File: src/pwmdw_pkg.sv
`timescale 1ns / 1ps
`default_nettype none
package pwmdw_pkg;

	localparam int CHAN_COUNT = 8;
	localparam logic [31:0] CLK_RESET = 32'd125000000;
	localparam logic [11:0] D_FIRST = 12'd16;
	localparam logic [11:0] D_LAST = 12'd4095;
	localparam logic [15:0] DEF_TOP = 16'd255;
	localparam logic [16:0] FULL_DUTY = 17'd65536;
	localparam int N_W = 44;
	localparam int DIV_W = 46;
	localparam int DIV_Q_W = 40;
	localparam int MUL_A_W = 46;
	localparam int MUL_B_W = 28;
	localparam int MUL_P_W = MUL_A_W + MUL_B_W;
	localparam logic [5:0] TOP_STEPS = 6'd17;
	localparam logic [5:0] FREQ_STEPS = 6'd40;
	localparam logic [MUL_B_W-1:0] STOP_SCALE = 28'd1000000;
	localparam logic [34:0] FREQ_MAX = 35'h7FFFFFFFF;

	typedef struct packed {
		logic [3:0]  channel_index;
		logic [34:0] target_freq_q8;
		logic [16:0] duty_q16;
	} in_t;

	typedef struct packed {
		logic        accepted;
		logic        running;
		logic [15:0] wrap_top;
		logic [7:0]  divider_int;
		logic [3:0]  divider_frac;
		logic [16:0] compare_level;
		logic [16:0] applied_duty_q16;
		logic [34:0] achieved_freq_q8;
	} out_t;

	typedef struct packed {
		logic load;
		logic den;
		logic div_top;
		logic top;
		logic prod;
		logic err;
		logic take;
		logic mul_eb;
		logic hold_p1;
		logic mul_bm;
		logic mul_stop;
		logic next_d;
		logic fin_a;
		logic div_freq;
		logic fin_b;
		logic out_load;
	} cmd_t;

	typedef struct packed {
		logic chan_ok;
		logic f_zero;
		logic in_range;
		logic have;
		logic d_last;
		logic div_done;
		logic mul_done;
		logic better;
		logic stop;
	} sts_t;

endpackage
`default_nettype wire

File: src/pwmdw_ctrl.sv
`timescale 1ns / 1ps
`default_nettype none
module pwmdw_ctrl (
	input  wire logic              clk,
	input  wire logic              arst_n,
	input  wire logic              in_valid,
	input  wire logic              out_stall,
	input  wire pwmdw_pkg::sts_t   sts,
	output pwmdw_pkg::cmd_t        cmd,
	output logic                   in_stall,
	output logic                   out_valid
);

	typedef enum logic [3:0] {
		S_IDLE, S_DEC, S_DEN, S_CHK, S_DIV, S_PROD, S_ERR, S_EVAL,
		S_M1, S_M2, S_M3, S_NEXT, S_FIN_A, S_FIN_DIV, S_FIN_WAIT, S_OUT
	} state_t;

	state_t state_q, state_d;
	logic out_valid_q;
	logic slot_free;

	assign slot_free = !out_valid_q || !out_stall;
	assign in_stall = state_q != S_IDLE;
	assign out_valid = out_valid_q;

	// next state and commands
	always_comb begin
		cmd = '0;
		state_d = state_q;
		unique case (state_q)
			S_IDLE: begin
				if (in_valid) begin
					cmd.load = 1'b1;
					state_d = S_DEC;
				end
			end
			S_DEC: state_d = (!sts.chan_ok || sts.f_zero) ? S_OUT : S_DEN;
			S_DEN: begin
				cmd.den = 1'b1;
				state_d = S_CHK;
			end
			S_CHK: begin
				if (sts.in_range) begin
					cmd.div_top = 1'b1;
					state_d = S_DIV;
				end else begin
					state_d = S_NEXT;
				end
			end
			S_DIV: begin
				if (sts.div_done) begin
					cmd.top = 1'b1;
					state_d = S_PROD;
				end
			end
			S_PROD: begin
				cmd.prod = 1'b1;
				state_d = S_ERR;
			end
			S_ERR: begin
				cmd.err = 1'b1;
				state_d = S_EVAL;
			end
			S_EVAL: begin
				if (!sts.have) begin
					cmd.take = 1'b1;
					cmd.mul_stop = 1'b1;
					state_d = S_M3;
				end else begin
					cmd.mul_eb = 1'b1;
					state_d = S_M1;
				end
			end
			S_M1: begin
				if (sts.mul_done) begin
					cmd.hold_p1 = 1'b1;
					cmd.mul_bm = 1'b1;
					state_d = S_M2;
				end
			end
			S_M2: begin
				if (sts.mul_done) begin
					if (sts.better) begin
						cmd.take = 1'b1;
						cmd.mul_stop = 1'b1;
						state_d = S_M3;
					end else begin
						state_d = S_NEXT;
					end
				end
			end
			S_M3: begin
				if (sts.mul_done) state_d = sts.stop ? S_FIN_A : S_NEXT;
			end
			S_NEXT: begin
				if (sts.d_last) begin
					state_d = S_FIN_A;
				end else begin
					cmd.next_d = 1'b1;
					state_d = S_DEN;
				end
			end
			S_FIN_A: begin
				cmd.fin_a = 1'b1;
				state_d = S_FIN_DIV;
			end
			S_FIN_DIV: begin
				cmd.div_freq = 1'b1;
				state_d = S_FIN_WAIT;
			end
			S_FIN_WAIT: begin
				if (sts.div_done) begin
					cmd.fin_b = 1'b1;
					state_d = S_OUT;
				end
			end
			S_OUT: begin
				if (slot_free) begin
					cmd.out_load = 1'b1;
					state_d = S_IDLE;
				end
			end
			default: state_d = S_IDLE;
		endcase
	end

	// hold state and output valid
	always_ff @(posedge clk or negedge arst_n) begin
		if (!arst_n) begin
			state_q <= S_IDLE;
			out_valid_q <= 1'b0;
		end else begin
			state_q <= state_d;
			if (cmd.out_load) out_valid_q <= 1'b1;
			else if (!out_stall) out_valid_q <= 1'b0;
		end
	end

endmodule
`default_nettype wire

File: config.mk
export PLATFORM = sky130hd
export DESIGN_NAME = pwmdw_ctrl
export DESIGN_NICKNAME = d
export VERILOG_FILES = /design/src/pwmdw_pkg.sv /design/src/pwmdw_ctrl.sv
export SDC_FILE = /design/constraint.sdc
export NUM_CORES = 1
export LEC_CHECK = 0
export ABC_CLOCK_PERIOD_IN_PS = 2000
export BUFFER_PORTS_ARGS = -buffer_cell sky130_fd_sc_hd__buf_2
export CORE_MARGIN = 4
export CORE_UTILIZATION = 25
export CTS_CLUSTER_DIAMETER = 30
export DETAILED_ROUTE_END_ITERATION = 16
export SLEW_MARGIN = 25
export SYNTH_ARGS = -nofsm -noshare
export SYNTH_HDL_FRONTEND = slang
export SYNTH_SLANG_ARGS = --single-unit
File: constraint.sdc
create_clock -name clk -period 2 [get_ports clk]
set_input_delay 0 -clock clk [delete_from_list [all_inputs] [get_ports clk]]
set_output_delay 0 -clock clk [all_outputs]
set_load 0.01 [all_outputs]
==> key figures <==
Run status
  – Outcome: finished, final reports clean

Yosys
  – Post-Synthesis Cell Area: 613 sq um
  – Syn Nets: 94
  – Yosys cell types: 32
  – Post-Syn Instances: 81
  – Synth Warn #: 0
  – Sequential element share of the synthesized area: 0.204
  – Synth Register Bits: 5
  – Syn Area/Cell: 7.57 sq um

Routing
  – Wire per inst: 13.2 um
  – Post-route ant nets: 0
  – First-pass DRT Iterations: 4
  – Final routed DRC violation total: 0
  – Vias: 711
  – Final Routed Wirelength: 1840 um
  – Vias/cell: 5.12
  – Initial DRC Count: 20

Timing
  – Worst-Margin Slew: 0.476 ns
  – Slew Viols, Final: 0
  – Setup TNS: 0 ns
  – Min Tclk post-route: 1.72 ns
  – RSZ-0062 raised after global routing: no
  – Relative slew slack: 0.682
  – Fin crit share: 0.862
  – Final hold viol count: 0
  – Final Setup Violations: 0
  – Fmax: 0.580 GHz
  – Skew final: 0.00166 ns

Clock tree
  – Clock Path Buffers: 2
  – CTS resizes: 0
  – Clk slew on worst S/H paths: 0.04 ns
  – TritonCTS Buffers: 3
  – Max H-tree Level: 1
  – Worst-Skew Late Latency: 0.24 ns
  – Root Buffer: clkbuf_4
  – CTS tree: built
  – Sink Count: 5

Critical path
  – FF-to-FF Start: state_q[3]$_DFFE_PN0P_
  – CP Launch Point: state_q[3]$_DFFE_PN0P_
  – CP endpoint kind: register
  – Crit path kind: register to register
  – Crit path DAT: 1.85 ns
  – Max FO, Critical Path: 13
  – Worst path required time: 2.13 ns
  – Critical Path Source Type: register

Cells and area
  – Final instance area: 800 sq um
  – Syn-to-layout area delta: 30.4%
  – Layout cell share with drive strength beyond 1: 0.414
  – Layout net count: 125
  – ANT cells: 0

Pwr
  – Power per cell area: 1460 mW/mm^2
  – Gate power share: 0.629
  – Maximum VDD drop: 0.000671 V
  – Switching share of power: 0.509
  – Tot Pwr: 0.00117 W
  – Switch Pwr: 0.000596 W
  – Sequential power share: 0.271
  – Pleak: 0.385 nW
  – Clk pwr share: 0.100
  – P_int: 0.000575 W

GRT
  – GR Overflow Total: 0
  – First-pass GRT wire length: 2900 um
  – GRT Util Overall: 0.113
  – Vias in the first global route: 630
  – Largest net degree at the start of global routing: 14
  – Initial antenna violation count: 0

Die
  – Initial core utilization: 0.269
  – Die Ht: 57.5 um
  – Core area: 0.00228 sq mm
  – Die width: 57.5 um
  – Area of the die: 0.00331 sq mm
  – Row cnt: 17
  – I/O pin count: 31

Min path
  – Hold Crit Class: primary input to register
  – Hold path start: out_stall

Placement
  – Final GP Congestion: 0.838
  – IO buf count: 30
  – HPWL after DPL: 1460 um
  – Post-place instance area: 763 sq um

Flow run
  – Max-Cap Viols: 0
-- worst max-delay path: stages, from the launching register on --
cell and delay [ns]:
dfrtp_1 0.55, nand2b_4 0.26, o32ai_1 0.25, nand2b_1 0.14
o211ai_2 0.10, mux2_4 0.31
-- final timing paths --
kind	slack, ns	cells past startpoint	endpoint
max reg2reg	0.28	5	state_q[0]$_DFFE_PN0P_
min reg2reg	0.57	2	out_valid$_DFFE_PN0P_
min	0.06	3	out_valid$_DFFE_PN0P_
min in group asynchronous	0.09	2	state_q[0]$_DFFE_PN0P_
max	0.28	5	state_q[0]$_DFFE_PN0P_
max in group asynchronous	1.78	2	state_q[2]$_DFFE_PN0P_
-- per-stage QoR --
stage | instances | hold slack [ns] | utilization | setup WS, ns
3_5_place_dp | 134 | -0.183 | 0.335 | 0.281
6_report | 139 | 0.0641 | 0.351 | 0.277
3_3_place_gp | 134 | -0.182 | 0.335 | 0.339
4_1_cts | 139 | 0.0546 | 0.351 | 0.272
5_1_grt | 139 | 0.0911 | 0.351 | 0.180
2_1_floorplan | 81 | -0.296 | - | 0.515
-- power by group through the flow --
stage          Combinational, W  Clock, W  Sequential [W]
4_1_cts                0.000738  0.000123        0.000316
5_1_grt                0.000816  0.000136        0.000336
3_5_place_dp           0.000733         0        0.000318
2_1_floorplan          0.000680         0        0.000200
6_report               0.000737  0.000117        0.000317
3_3_place_gp           0.000737         0        0.000311
-- state kept, by name, summed over array words and instances (netlist names) --
name,flops
out_valid,1
state_q,4
-- what timing repair did --
| action | CTS | global route |
|---|---|---|
| hold buffers | 1 | 0 |
| hold endpoints to repair | 5 | 0 |
| buffers inserted | 0 | 0 |
-- layout by cell type, fill, tap and decap left out, types with 2 or more instances in the layout --
cell type,synthesis,routed
and3_1,2,2
nand2b_1,3,3
clkbuf_4,0,3
nor2b_1,2,2
a21oi_1,3,3
nand3_1,3,3
nand2_1,10,10
nor3_1,6,6
buf_2,1,30
o21ai_0,6,6
o221ai_1,3,3
nor3_2,2,2
buf_4,3,3
dfrtp_1,5,5
nor2_1,10,10
nor4b_1,2,2
a31oi_1,2,2
-- layer usage --
layer | global-route usage | routed length (um)
met1 | 0.146 | 810
met2 | 0.176 | 859
met3 | 0.0407 | 155
met4 | 0.0298 | 12
met5 | 0 | 0
-- cell type report --
type	count	area, sq um
sequential	5	125
tap	28	35.0
fill	254	1480
multi-input combinational	66	418
inverter	2	12.5
clock buffer	4	26.3
timing repair buffer	34	183
-- synthesized netlist by cell type --
cell      number  share of area
nor3_1         6          0.049
o211ai_2       1          0.020
buf_4          3          0.037
nor3_2         2          0.033
o21ai_0        6          0.049
nand2b_4       1          0.022
a31oi_1        2          0.020
nand2_2        1          0.010
mux2i_1        1          0.016
buf_2          1         0.0082
clkinv_4       1          0.014
nor3b_1        1          0.012
a32o_1         1          0.016
o31ai_4        1          0.035
nor2b_1        2          0.020
nand2b_2       1          0.014
dfrtp_1        5           0.20
nand2b_1       3          0.031
a21oi_1        3          0.024
nor2_1        10          0.061
inv_1          1         0.0061
and3_1         2          0.020
o32ai_1        1          0.014
clkbuf_1       2          0.012
mux2_4         1          0.024
o221ai_1       3          0.043
o21a_1         1          0.012
nor4b_1        2          0.029
nand3_1        3          0.024
nand2_1       10          0.061
buf_6          2          0.037
mux2_2         1          0.018
-- kinds of logic (layout without fill, tap and decap cells) --
logic type | Yosys count | count (layout) | synth area share
simple gates | 44 | 44 | 0.388
compound gates | 19 | 19 | 0.235
buf+inv | 10 | 40 | 0.114
flops | 5 | 5 | 0.204
mux | 3 | 3 | 0.0592
Note: power is estimated with default switching activity, not from simulation.
